$ cat config.mk
export PLATFORM = sky130hd
export DESIGN_NAME = frame_sequence_player_unit
export DESIGN_NICKNAME = d
export VERILOG_FILES = /design/src/rtl/core/fsp_pkg.sv /design/src/rtl/core/frame_sequence_player_unit.sv /design/src/rtl/core/fsp_ctrl.sv /design/src/rtl/core/fsp_datapath.sv
export SDC_FILE = /design/constraint.sdc
export NUM_CORES = 2
export LEC_CHECK = 0
export ABC_AREA = 0
export BUFFER_PORTS_ARGS = -buffer_cell sky130_fd_sc_hd__buf_2
export CAP_MARGIN = 20
export CORE_MARGIN = 2
export CORE_UTILIZATION = 40
export DETAILED_ROUTE_END_ITERATION = 8
export PLACE_DENSITY = 0.55
export SYNTH_ARGS = -nofsm -noshare
export SYNTH_HDL_FRONTEND = slang
export SYNTH_SLANG_ARGS = --single-unit
$ cat constraint.sdc
create_clock -name clk -period 9.7 [get_ports clk]
set_clock_uncertainty 0.15 [all_clocks]
set_input_delay 0 -clock clk [delete_from_list [all_inputs] [get_ports clk]]
set_output_delay 0 -clock clk [all_outputs]
set_load 0.02 [all_outputs]
$ cat src/rtl/core/fsp_pkg.sv
// shared types and constants for the frame sequence player
// no dependencies
package fsp_pkg;

  localparam int OP_W = 3;
  localparam logic [OP_W-1:0] OP_TICK       = 3'd0;
  localparam logic [OP_W-1:0] OP_PLAY       = 3'd1;
  localparam logic [OP_W-1:0] OP_PAUSE      = 3'd2;
  localparam logic [OP_W-1:0] OP_STOP       = 3'd3;
  localparam logic [OP_W-1:0] OP_SEEK       = 3'd4;
  localparam logic [OP_W-1:0] OP_LOAD_FRAME = 3'd5;
  localparam logic [OP_W-1:0] OP_LOAD_EVENT = 3'd6;

  localparam int REG_FRAME_COUNT = 0;
  localparam int REG_EVENT_COUNT = 1;
  localparam int REG_LOOP_ENABLE = 2;

  // controller commands to the datapath
  typedef struct packed {
    logic apply_op;    // execute non-tick operation
    logic tick_load;   // register scaled step
    logic tick_add;    // add step, advance frame
    logic sum_clear;   // start window sum
    logic sum_step;    // add one duration to window start
    logic ev_clear;    // start event scan
    logic ev_step;     // check one event
    logic emit_event;  // present event word
    logic emit_status; // present status word
  } fsp_cmd_t;

  // datapath status to the controller
  typedef struct packed {
    logic tick_active; // playing and frames in use
    logic sum_done;    // window start complete
    logic ev_done;     // all events scanned
    logic ev_hit;      // current event fires
  } fsp_stat_t;

endpackage

$ cat src/rtl/core/frame_sequence_player_unit.sv
// frame sequence player: one item at a time through a multi-cycle sequence.
// sequence: a non-tick item is applied on accept, then its status word is registered;
// a tick registers the scaled step and, if active, adds it, walks the window start,
// scans the events in use and registers one word per fired event, then the status word.
// a new item is accepted only after the status word; result words wait while out_ready is low.
// reset: synchronous, clears playback state, counts and fired flags; tables undefined.
module frame_sequence_player_unit import fsp_pkg::*; #(
  parameter int MAX_FRAMES = 16,
  parameter int MAX_EVENTS = 8,
  parameter int TIME_BITS  = 24
) (
  input  logic        clk,
  input  logic        rst,
  input  logic        in_valid,
  output logic        in_ready,
  input  logic [2:0]  operation,
  input  logic [15:0] delta_time,
  input  logic [3:0]  entry_index,
  input  logic [23:0] frame_duration,
  input  logic [11:0] speed_factor,
  input  logic [27:0] trigger_time,
  output logic        out_valid,
  input  logic        out_ready,
  output logic [3:0]  frame_index,
  output logic [24:0] frame_elapsed,
  output logic        is_playing,
  output logic        is_finished,
  output logic        event_fired,
  output logic [2:0]  event_number,
  output logic        last_result,
  input  logic        psel,
  input  logic        penable,
  input  logic        pwrite,
  input  logic [3:0]  paddr,
  input  logic [31:0] pwdata,
  output logic [31:0] prdata,
  output logic        pready
);

  fsp_cmd_t  cmd;
  fsp_stat_t stat;
  logic      out_busy, cfg_we;
  logic [31:0] rd_fc, rd_ec, rd_le;

  // register port
  assign pready = 1'b1;
  assign cfg_we = psel && penable && pwrite;
  always_comb begin
    case (paddr[3:2])
      2'(REG_FRAME_COUNT): prdata = rd_fc;
      2'(REG_EVENT_COUNT): prdata = rd_ec;
      2'(REG_LOOP_ENABLE): prdata = rd_le;
      default:             prdata = 32'd0;
    endcase
  end

  fsp_ctrl u_ctrl (
    .clk(clk), .rst(rst), .in_valid(in_valid), .in_ready(in_ready),
    .op(operation), .out_busy(out_busy), .stat(stat), .cmd(cmd)
  );

  fsp_datapath #(
    .MAX_FRAMES(MAX_FRAMES), .MAX_EVENTS(MAX_EVENTS), .TIME_BITS(TIME_BITS)
  ) u_dp (
    .clk(clk), .rst(rst), .cmd(cmd), .stat(stat),
    .operation(operation), .delta_time(delta_time), .entry_index(entry_index),
    .frame_duration(frame_duration), .speed_factor(speed_factor),
    .trigger_time(trigger_time),
    .cfg_we(cfg_we), .cfg_index(paddr[3:2]), .cfg_data(pwdata),
    .cfg_rdata_fc(rd_fc), .cfg_rdata_ec(rd_ec), .cfg_rdata_le(rd_le),
    .out_busy(out_busy), .out_valid(out_valid), .out_ready(out_ready),
    .frame_index(frame_index), .frame_elapsed(frame_elapsed),
    .is_playing(is_playing), .is_finished(is_finished),
    .event_fired(event_fired), .event_number(event_number),
    .last_result(last_result)
  );

  // a fired-event word never closes an item
  a_fire_not_last: assert property (@(posedge clk) disable iff (rst)
    out_valid && event_fired |-> !last_result) else $error("event word marked last");

  // no new item while an event word of the last item is pending
  a_ready_quiet: assert property (@(posedge clk) disable iff (rst)
    in_ready |-> !(out_valid && !last_result)) else $error("accept during item");

  // finished and playing never both set
  a_fin_play: assert property (@(posedge clk) disable iff (rst)
    out_valid |-> !(is_playing && is_finished)) else $error("playing while finished");

endmodule

$ cat src/rtl/core/fsp_ctrl.sv
// controller state machine for the frame sequence player
// depends on fsp_pkg
module fsp_ctrl import fsp_pkg::*; (
  input  logic           clk,
  input  logic           rst,
  input  logic           in_valid,
  output logic           in_ready,
  input  logic [OP_W-1:0] op,
  input  logic           out_busy,
  input  fsp_stat_t      stat,
  output fsp_cmd_t       cmd
);

  typedef enum logic [6:0] {
    S_IDLE   = 7'b0000001,
    S_MUL    = 7'b0000010,
    S_ADD    = 7'b0000100,
    S_SUM    = 7'b0001000,
    S_EV     = 7'b0010000,
    S_EMIT   = 7'b0100000,
    S_STATUS = 7'b1000000
  } state_t;

  state_t state, state_next;

  // next state and commands
  always_comb begin
    state_next = state;
    cmd = '0;
    in_ready = (state == S_IDLE);
    case (state)
      S_IDLE: begin
        if (in_valid) begin
          if (op == OP_TICK) begin
            cmd.tick_load = 1'b1;
            state_next = S_MUL;
          end else begin
            cmd.apply_op = 1'b1;
            state_next = S_STATUS;
          end
        end
      end
      S_MUL: begin
        if (stat.tick_active) begin
          cmd.tick_add = 1'b1;
          cmd.sum_clear = 1'b1;
          state_next = S_ADD;
        end else begin
          state_next = S_STATUS;
        end
      end
      S_ADD: state_next = S_SUM;
      S_SUM: begin
        if (stat.sum_done) begin
          cmd.ev_clear = 1'b1;
          state_next = S_EV;
        end else begin
          cmd.sum_step = 1'b1;
        end
      end
      S_EV: begin
        if (stat.ev_done) begin
          state_next = S_STATUS;
        end else if (stat.ev_hit) begin
          state_next = S_EMIT;
        end else begin
          cmd.ev_step = 1'b1;
        end
      end
      S_EMIT: begin
        if (!out_busy) begin
          cmd.emit_event = 1'b1;
          cmd.ev_step = 1'b1;
          state_next = S_EV;
        end
      end
      S_STATUS: begin
        if (!out_busy) begin
          cmd.emit_status = 1'b1;
          state_next = S_IDLE;
        end
      end
      default: state_next = S_IDLE;
    endcase
  end

  always_ff @(posedge clk) begin
    if (rst) begin
      state <= S_IDLE;
    end else begin
      state <= state_next;
    end
  end

endmodule

$ cat src/rtl/core/fsp_datapath.sv
// tables, timing state and result register of the frame sequence player
// depends on fsp_pkg
module fsp_datapath import fsp_pkg::*; #(
  parameter int MAX_FRAMES = 16,
  parameter int MAX_EVENTS = 8,
  parameter int TIME_BITS  = 24
) (
  input  logic                 clk,
  input  logic                 rst,
  input  fsp_cmd_t             cmd,
  output fsp_stat_t            stat,
  input  logic [OP_W-1:0]      operation,
  input  logic [15:0]          delta_time,
  input  logic [3:0]           entry_index,
  input  logic [23:0]          frame_duration,
  input  logic [11:0]          speed_factor,
  input  logic [27:0]          trigger_time,
  input  logic                 cfg_we,
  input  logic [1:0]           cfg_index,
  input  logic [31:0]          cfg_data,
  output logic [31:0]          cfg_rdata_fc,
  output logic [31:0]          cfg_rdata_ec,
  output logic [31:0]          cfg_rdata_le,
  output logic                 out_busy,
  output logic                 out_valid,
  input  logic                 out_ready,
  output logic [3:0]           frame_index,
  output logic [24:0]          frame_elapsed,
  output logic                 is_playing,
  output logic                 is_finished,
  output logic                 event_fired,
  output logic [2:0]           event_number,
  output logic                 last_result
);

  localparam int FW  = (MAX_FRAMES > 1) ? $clog2(MAX_FRAMES) : 1;
  localparam int FCW = $clog2(MAX_FRAMES + 1);
  localparam int EW  = (MAX_EVENTS > 1) ? $clog2(MAX_EVENTS) : 1;
  localparam int ECW = $clog2(MAX_EVENTS + 1);
  localparam int ET  = TIME_BITS + 1;
  localparam int SW  = TIME_BITS + FW + 1;
  localparam logic [ET-1:0] EMAX = {ET{1'b1}};

  logic [TIME_BITS-1:0] dur_mem [MAX_FRAMES];
  logic [11:0]          spd_mem [MAX_FRAMES];
  logic [27:0]          evt_mem [MAX_EVENTS];
  logic [MAX_EVENTS-1:0] done;

  logic [FW-1:0]  cur;
  logic [ET-1:0]  elapsed;
  logic           playing, finished, loop_en;
  logic [FCW-1:0] frame_cnt;
  logic [ECW-1:0] event_cnt;

  logic [27:0]    step;
  logic [FCW-1:0] sum_idx;
  logic [SW-1:0]  win_start;
  logic [ECW-1:0] ev_idx;

  // config values clamped to the table depth
  logic [FCW-1:0] fc_new;
  logic [ECW-1:0] ec_new;
  always_comb begin
    fc_new = (32'(cfg_data[4:0]) > MAX_FRAMES) ? FCW'(MAX_FRAMES) : FCW'(cfg_data[4:0]);
    ec_new = (32'(cfg_data[3:0]) > MAX_EVENTS) ? ECW'(MAX_EVENTS) : ECW'(cfg_data[3:0]);
  end

  // tick arithmetic on the current frame
  logic [TIME_BITS-1:0] cur_dur, last_dur;
  logic [ET:0]          sum_raw;
  logic [ET-1:0]        e_sat;
  logic [FCW-1:0]       cur_p1, last_f;
  always_comb begin
    cur_dur  = dur_mem[cur];
    last_f   = frame_cnt - FCW'(1);
    last_dur = dur_mem[last_f[FW-1:0]];
    sum_raw  = {1'b0, elapsed} + (ET+1)'(step);
    e_sat    = sum_raw[ET] ? EMAX : sum_raw[ET-1:0];
    cur_p1   = FCW'(cur) + FCW'(1);
  end

  // event window check
  logic [SW-1:0] win_end, t_ext;
  logic          ev_in;
  always_comb begin
    win_end = win_start + SW'(cur_dur);
    t_ext   = SW'(evt_mem[ev_idx[EW-1:0]]);
    ev_in   = (t_ext >= win_start) && (t_ext < win_end) &&
              (SW'(elapsed) >= t_ext - win_start);
    stat.tick_active = playing && (frame_cnt != '0);
    stat.sum_done    = (sum_idx == FCW'(cur));
    stat.ev_done     = (ev_idx >= event_cnt);
    stat.ev_hit      = !stat.ev_done && !done[ev_idx[EW-1:0]] && ev_in;
  end

  // table writes
  always_ff @(posedge clk) begin
    if (cmd.apply_op && operation == OP_LOAD_FRAME && 32'(entry_index) < MAX_FRAMES) begin
      dur_mem[entry_index[FW-1:0]] <= (frame_duration[TIME_BITS-1:0] == '0) ?
                                       TIME_BITS'(1) : frame_duration[TIME_BITS-1:0];
      spd_mem[entry_index[FW-1:0]] <= (speed_factor < 12'd3) ? 12'd3 : speed_factor;
    end
    if (cmd.apply_op && operation == OP_LOAD_EVENT && 32'(entry_index) < MAX_EVENTS) begin
      evt_mem[entry_index[EW-1:0]] <= trigger_time;
    end
  end

  // scaled step, one multiply then register
  always_ff @(posedge clk) begin
    if (cmd.tick_load) begin
      step <= 28'((32'(delta_time) * 32'(spd_mem[cur])) >> 8);
    end
  end

  // window start walk and event scan counters
  always_ff @(posedge clk) begin
    if (cmd.sum_clear) begin
      sum_idx   <= '0;
      win_start <= '0;
    end else if (cmd.sum_step) begin
      sum_idx   <= sum_idx + FCW'(1);
      win_start <= win_start + SW'(dur_mem[sum_idx[FW-1:0]]);
    end
    if (cmd.ev_clear) begin
      ev_idx <= '0;
    end else if (cmd.ev_step) begin
      ev_idx <= ev_idx + ECW'(1);
    end
  end

  // playback state
  always_ff @(posedge clk) begin
    if (rst) begin
      cur <= '0; elapsed <= '0; playing <= 1'b0; finished <= 1'b0;
      loop_en <= 1'b1; frame_cnt <= '0; event_cnt <= '0; done <= '0;
    end else begin
      if (cfg_we) begin
        case (cfg_index)
          2'(REG_FRAME_COUNT): begin
            frame_cnt <= fc_new;
            if (FCW'(cur) >= fc_new) begin
              cur <= '0;
              elapsed <= '0;
            end
          end
          2'(REG_EVENT_COUNT): begin
            event_cnt <= ec_new;
            for (int i = 0; i < MAX_EVENTS; i++) begin
              if (ECW'(i) >= ec_new) done[i] <= 1'b0;
            end
          end
          2'(REG_LOOP_ENABLE): begin
            loop_en <= cfg_data[0];
            if (cfg_data[0]) finished <= 1'b0;
          end
          default: ;
        endcase
      end
      if (cmd.apply_op) begin
        case (operation)
          OP_PLAY: begin
            if (frame_cnt != '0) begin
              playing <= 1'b1;
              if (finished) begin
                cur <= '0; elapsed <= '0; finished <= 1'b0;
              end
            end
          end
          OP_PAUSE: playing <= 1'b0;
          OP_STOP: begin
            playing <= 1'b0; cur <= '0; elapsed <= '0; finished <= 1'b0;
          end
          OP_SEEK: begin
            if (32'(entry_index) < 32'(frame_cnt)) begin
              cur <= entry_index[FW-1:0];
              elapsed <= '0;
            end
          end
          OP_LOAD_EVENT: begin
            if (32'(entry_index) < MAX_EVENTS) done[entry_index[EW-1:0]] <= 1'b0;
          end
          default: ;
        endcase
      end
      if (cmd.tick_add) begin
        if (e_sat >= ET'(cur_dur)) begin
          if (cur_p1 < frame_cnt) begin
            cur <= cur_p1[FW-1:0];
            elapsed <= e_sat - ET'(cur_dur);
          end else if (loop_en) begin
            cur <= '0;
            elapsed <= e_sat - ET'(cur_dur);
          end else begin
            cur <= last_f[FW-1:0];
            elapsed <= ET'(last_dur);
            playing <= 1'b0;
            finished <= 1'b1;
          end
        end else begin
          elapsed <= e_sat;
        end
      end
      if (cmd.emit_event) done[ev_idx[EW-1:0]] <= 1'b1;
    end
  end

  // result register
  always_ff @(posedge clk) begin
    if (rst) begin
      out_valid <= 1'b0;
    end else if (cmd.emit_event || cmd.emit_status) begin
      out_valid <= 1'b1;
    end else if (out_ready) begin
      out_valid <= 1'b0;
    end
  end

  always_ff @(posedge clk) begin
    if (cmd.emit_event || cmd.emit_status) begin
      frame_index   <= 4'(cur);
      frame_elapsed <= 25'(elapsed);
      is_playing    <= playing;
      is_finished   <= finished;
      event_fired   <= cmd.emit_event;
      event_number  <= cmd.emit_event ? 3'(ev_idx) : 3'd0;
      last_result   <= cmd.emit_status;
    end
  end

  assign out_busy     = out_valid && !out_ready;
  assign cfg_rdata_fc = 32'(frame_cnt);
  assign cfg_rdata_ec = 32'(event_cnt);
  assign cfg_rdata_le = 32'(loop_en);

endmodule

==> metrics.md <==
| Metric | Value |
|---|---|
| CP startpoint kind | flop |
| Cells after Synth | 4204 |
| Net switching power | 2600 uW |
| Int Power | 7430 uW |
| First-pass GRT wire length | 240000 um |
| Number of core rows | 137 |
| RR Endpoint | u_ctrl.state[0] |
| Slew margin rel. | 0.309 |
| Setup Crit Path Kind | flop to flop |
| Pwr Density | 156 nW/um2 |
| Wire per inst | 25.5 um |
| VDD IR max | 0.138 mV |
| Filler cell count | 12456 |
| Largest net degree at the start of global routing | 55 |
| Routed wire length | 163000 um |
| Die footprint | 144000 um2 |
| Fraction of layout cells with a size suffix above 1 | 0.195 |
| CP Data Arrival Time | 9240 ps |
| End point of the critical path | u_ctrl.state[0] |
| Logic pwr share | 0.159 |
| Via/cell ratio | 5.72 |
| CTS tree | built |
| LEAKAGE | 0.0225 uW |
| Core ar. | 140000 um2 |
| Setup WS pre-CTS | 1470 ps |
| RSZ-0062 raised after global routing | false |
| Clk buf depth | 3 |
| WHS Path Cells | 5 |
| Warnings, synthesis | 0 |
| Number of buffers created by CTS | 101 |
| Initial core utilization | 0.404 |
| Synth async-reset ratio | 0 |
| Clock insertion delay at the later pin of the skew report | 760 ps |
| Flop-to-flop setup slack | 990 ps |
| Via count | 36541 |
| Multi-input gate area | 26900 um2 |
| Max incr delay on CP | 860 ps |
| Worst reg2reg startpoint | u_dp.cur[0] |
| Synth top area share | 0.455 |
| Hold Crit Class | input pin to flop |
| Number of global-route vias before repair | 36185 |
| Area grow syn2layout | 13.7% |
| Reg power frac | 0.459 |
| Tcrit/Tclk final | 0.898 |
| Worst Path Required | 10230 ps |
| Main area contributors after synthesis | edfxtp_1, mux4_2, ha_1 |
| Crit. End Element | flop |
| GR Overflow Total | 0 |
| Net Sw Frac | 0.259 |
| CP max-delay cell | dfxtp_4 |
| Setup-failing EPs final | 0 |
| Distinct cells, synth | 78 |
| Tmin final | 8710 ps |
| Storage cell area | 27800 um2 |
| Fmax achieved | 0.115 GHz |
| Mapped cell area | 56500 um2 |
| NumNets Final | 4957 |
| Flops & latches, synth | 958 |
| I/O Buffers | 143 |
| I/O pin count | 201 |
| Final hold vios | 0 |
| Largest area contributor in the netlist | edfxtp_1 |
| Width of the chip | 380 um |
| Overall routing resource usage | 0.223 |
| Routability-driven placement congestion ratio | 0.884 |
| Routed Antenna Nets | 0 |
| Post-synthesis sequential area ratio | 0.491 |
| Setup TNS | 0 ps |
| Dpl cell area | 59400 um2 |
| Finished Cell Area | 64200 um2 |
| Post_cts resized | 0 |
| First-pass iteration count of the detailed router | 5 |
| Number of synthesized flops with an enable pin | 856 |
| DR DRC count | 0 |
| TritonCTS Sinks | 958 |
| Commonest non-fill, non-tap cell in the layout | edfxtp_1 |
| DR iter-0 viols | 3312 |
| DIE HEIGHT | 380 um |
| Detailed Place HPWL | 105000 um |
| Initial antenna violation count | 9 |
| Worst r2r path cells | 28 |
| Clock root cell | clkbuf_16 |
| WHS | 44.9 ps |
| Commonest non-fill, non-tap cells in the layout | edfxtp_1, mux4_2, nand2_1, inv_1, ha_1 |
| Clock group share of total power | 0.382 |
| Final Slew Violations | 0 |
| H-tree depth | 3 |
| Status | completed |
| Synthesized area per cell | 13.4 um2 |
| Main synth FF type | edfxtp_1 |
| Final worst setup slack | 994 ps |
| Worst slew pin tran | 1040 ps |
| Crit-path max FO | 34 |
| Crit. Startpoint | u_dp.cur[0] |
| Number of max-cap violations | 0 |
| Reg clk slew, reported paths | 60 ps |
[metrics by stage]
step	total power [uW]	utilization	std cells
6_report	10000	0.459	6393
2_1_floorplan	5870	-	4230
3_5_place_dp	6250	0.424	6051
5_1_grt	10500	0.459	6390
4_1_cts	10100	0.459	6386
3_3_place_gp	6250	0.424	6051
[routing by layer]
layer / up-vias / part of all wire / track usage
met5: - / 0.00021 / 0
met4: 6 / 0.020 / 0.0529
met3: 200 / 0.065 / 0.0354
met2: 1249 / 0.48 / 0.366
met1: 18679 / 0.43 / 0.311
li1: 16407 / - / -
[worst max-delay path: cells and delay by family (launching register included)]
| family | cells | cell delay (ps) |
|---|---|---|
| multiplexers | 1 | 90 |
| AND/OR/NAND/NOR | 5 | 1360 |
| AO/OA/AOI/OAI | 17 | 4550 |
| adder cells (fa/ha/maj) | 2 | 540 |
| flip-flops | 1 | 860 |
| buffers and inverters | 3 | 1110 |
[registers in the layout, summed over array words and instances (netlist names), 8 cells and up, named ones only]
name                cells
u_dp.done               8
u_dp.dur_mem          384
u_dp.elapsed           25
u_dp.evt_mem          224
u_dp.frame_elapsed     25
u_dp.spd_mem          192
u_dp.step              20
u_dp.win_start         29
[Yosys cell counts (9+ instances only)]
cell type,n
o21bai_1,16
a22o_1,13
a31oi_1,18
xor2_1,51
buf_2,22
a211oi_1,21
o31ai_1,10
o211ai_1,14
nand3_1,37
mux2i_1,138
ha_1,254
o21a_1,30
nand4_1,25
xnor2_1,82
fa_1,144
inv_1,276
a221oi_1,38
or2_2,11
a21o_1,64
dfxtp_1,102
a21oi_1,204
nand2_1,328
or3_1,17
nor3_1,44
a311oi_1,9
edfxtp_1,856
mux4_2,374
nand3b_1,11
and3_1,22
buf_1,48
nor2_1,173
and2_1,94
nand2b_1,41
nor2b_1,28
buf_4,29
o21ai_0,177
clkbuf_1,171
a22oi_1,37
nor4_1,17
mux2_2,64
[how the worst min path moves through the flow]
stage                            from                   end  slack (ps)
global placement     trigger_time[13]   u_dp.evt_mem[6][13]         120
CTS                  speed_factor[11]  u_dp.spd_mem[13][11]           1
global route        frame_duration[8]    u_dp.dur_mem[7][8]          70
floorplan             trigger_time[0]    u_dp.evt_mem[0][0]         -50
finish                 delta_time[15]         u_dp.step[19]          40
detailed placement   trigger_time[18]   u_dp.evt_mem[6][18]         120
[kinds of logic (layout without fill, tap and decap cells)]
kind of cell               count (synthesis)  after routing  synth area share
adders and majority gates                398            398             0.107
other                                      2             32          0.000133
DFF                                      958            958             0.491
and+or+nand+nor                          881            881            0.0753
muxes                                    576            576             0.186
AOI/OAI and AO/OA                        709            709            0.0798
xor gates and xnor gates                 133            133            0.0206
buffers and inverters                    547            830            0.0389
[power by group through the flow]
stage	clock network (uW)	registers, uW	logic, uW
finish	3830	4610	1590
floorplan	0	4700	1170
CTS	3900	4610	1620
global placement	0	4700	1560
global route	4060	4610	1820
detailed placement	0	4700	1560
[repair_timing]
item,CTS,global route
hold buffers,148,0
endpoints found under the hold margin,864,0
setup endpoints to repair,0,0
setup buffers,0,0
[area by class of cell]
type                    count  share of cell area
repair buffers            367              0.0447
diodes                      4            0.000156
well taps                1876              0.0366
clock buffers             125              0.0424
multi-input cells        2725               0.418
inverters                 276              0.0161
flip-flops and latches    958               0.433
clock inverters            62             0.00898
No activity file was read; power rests on OpenSTA's default activity.
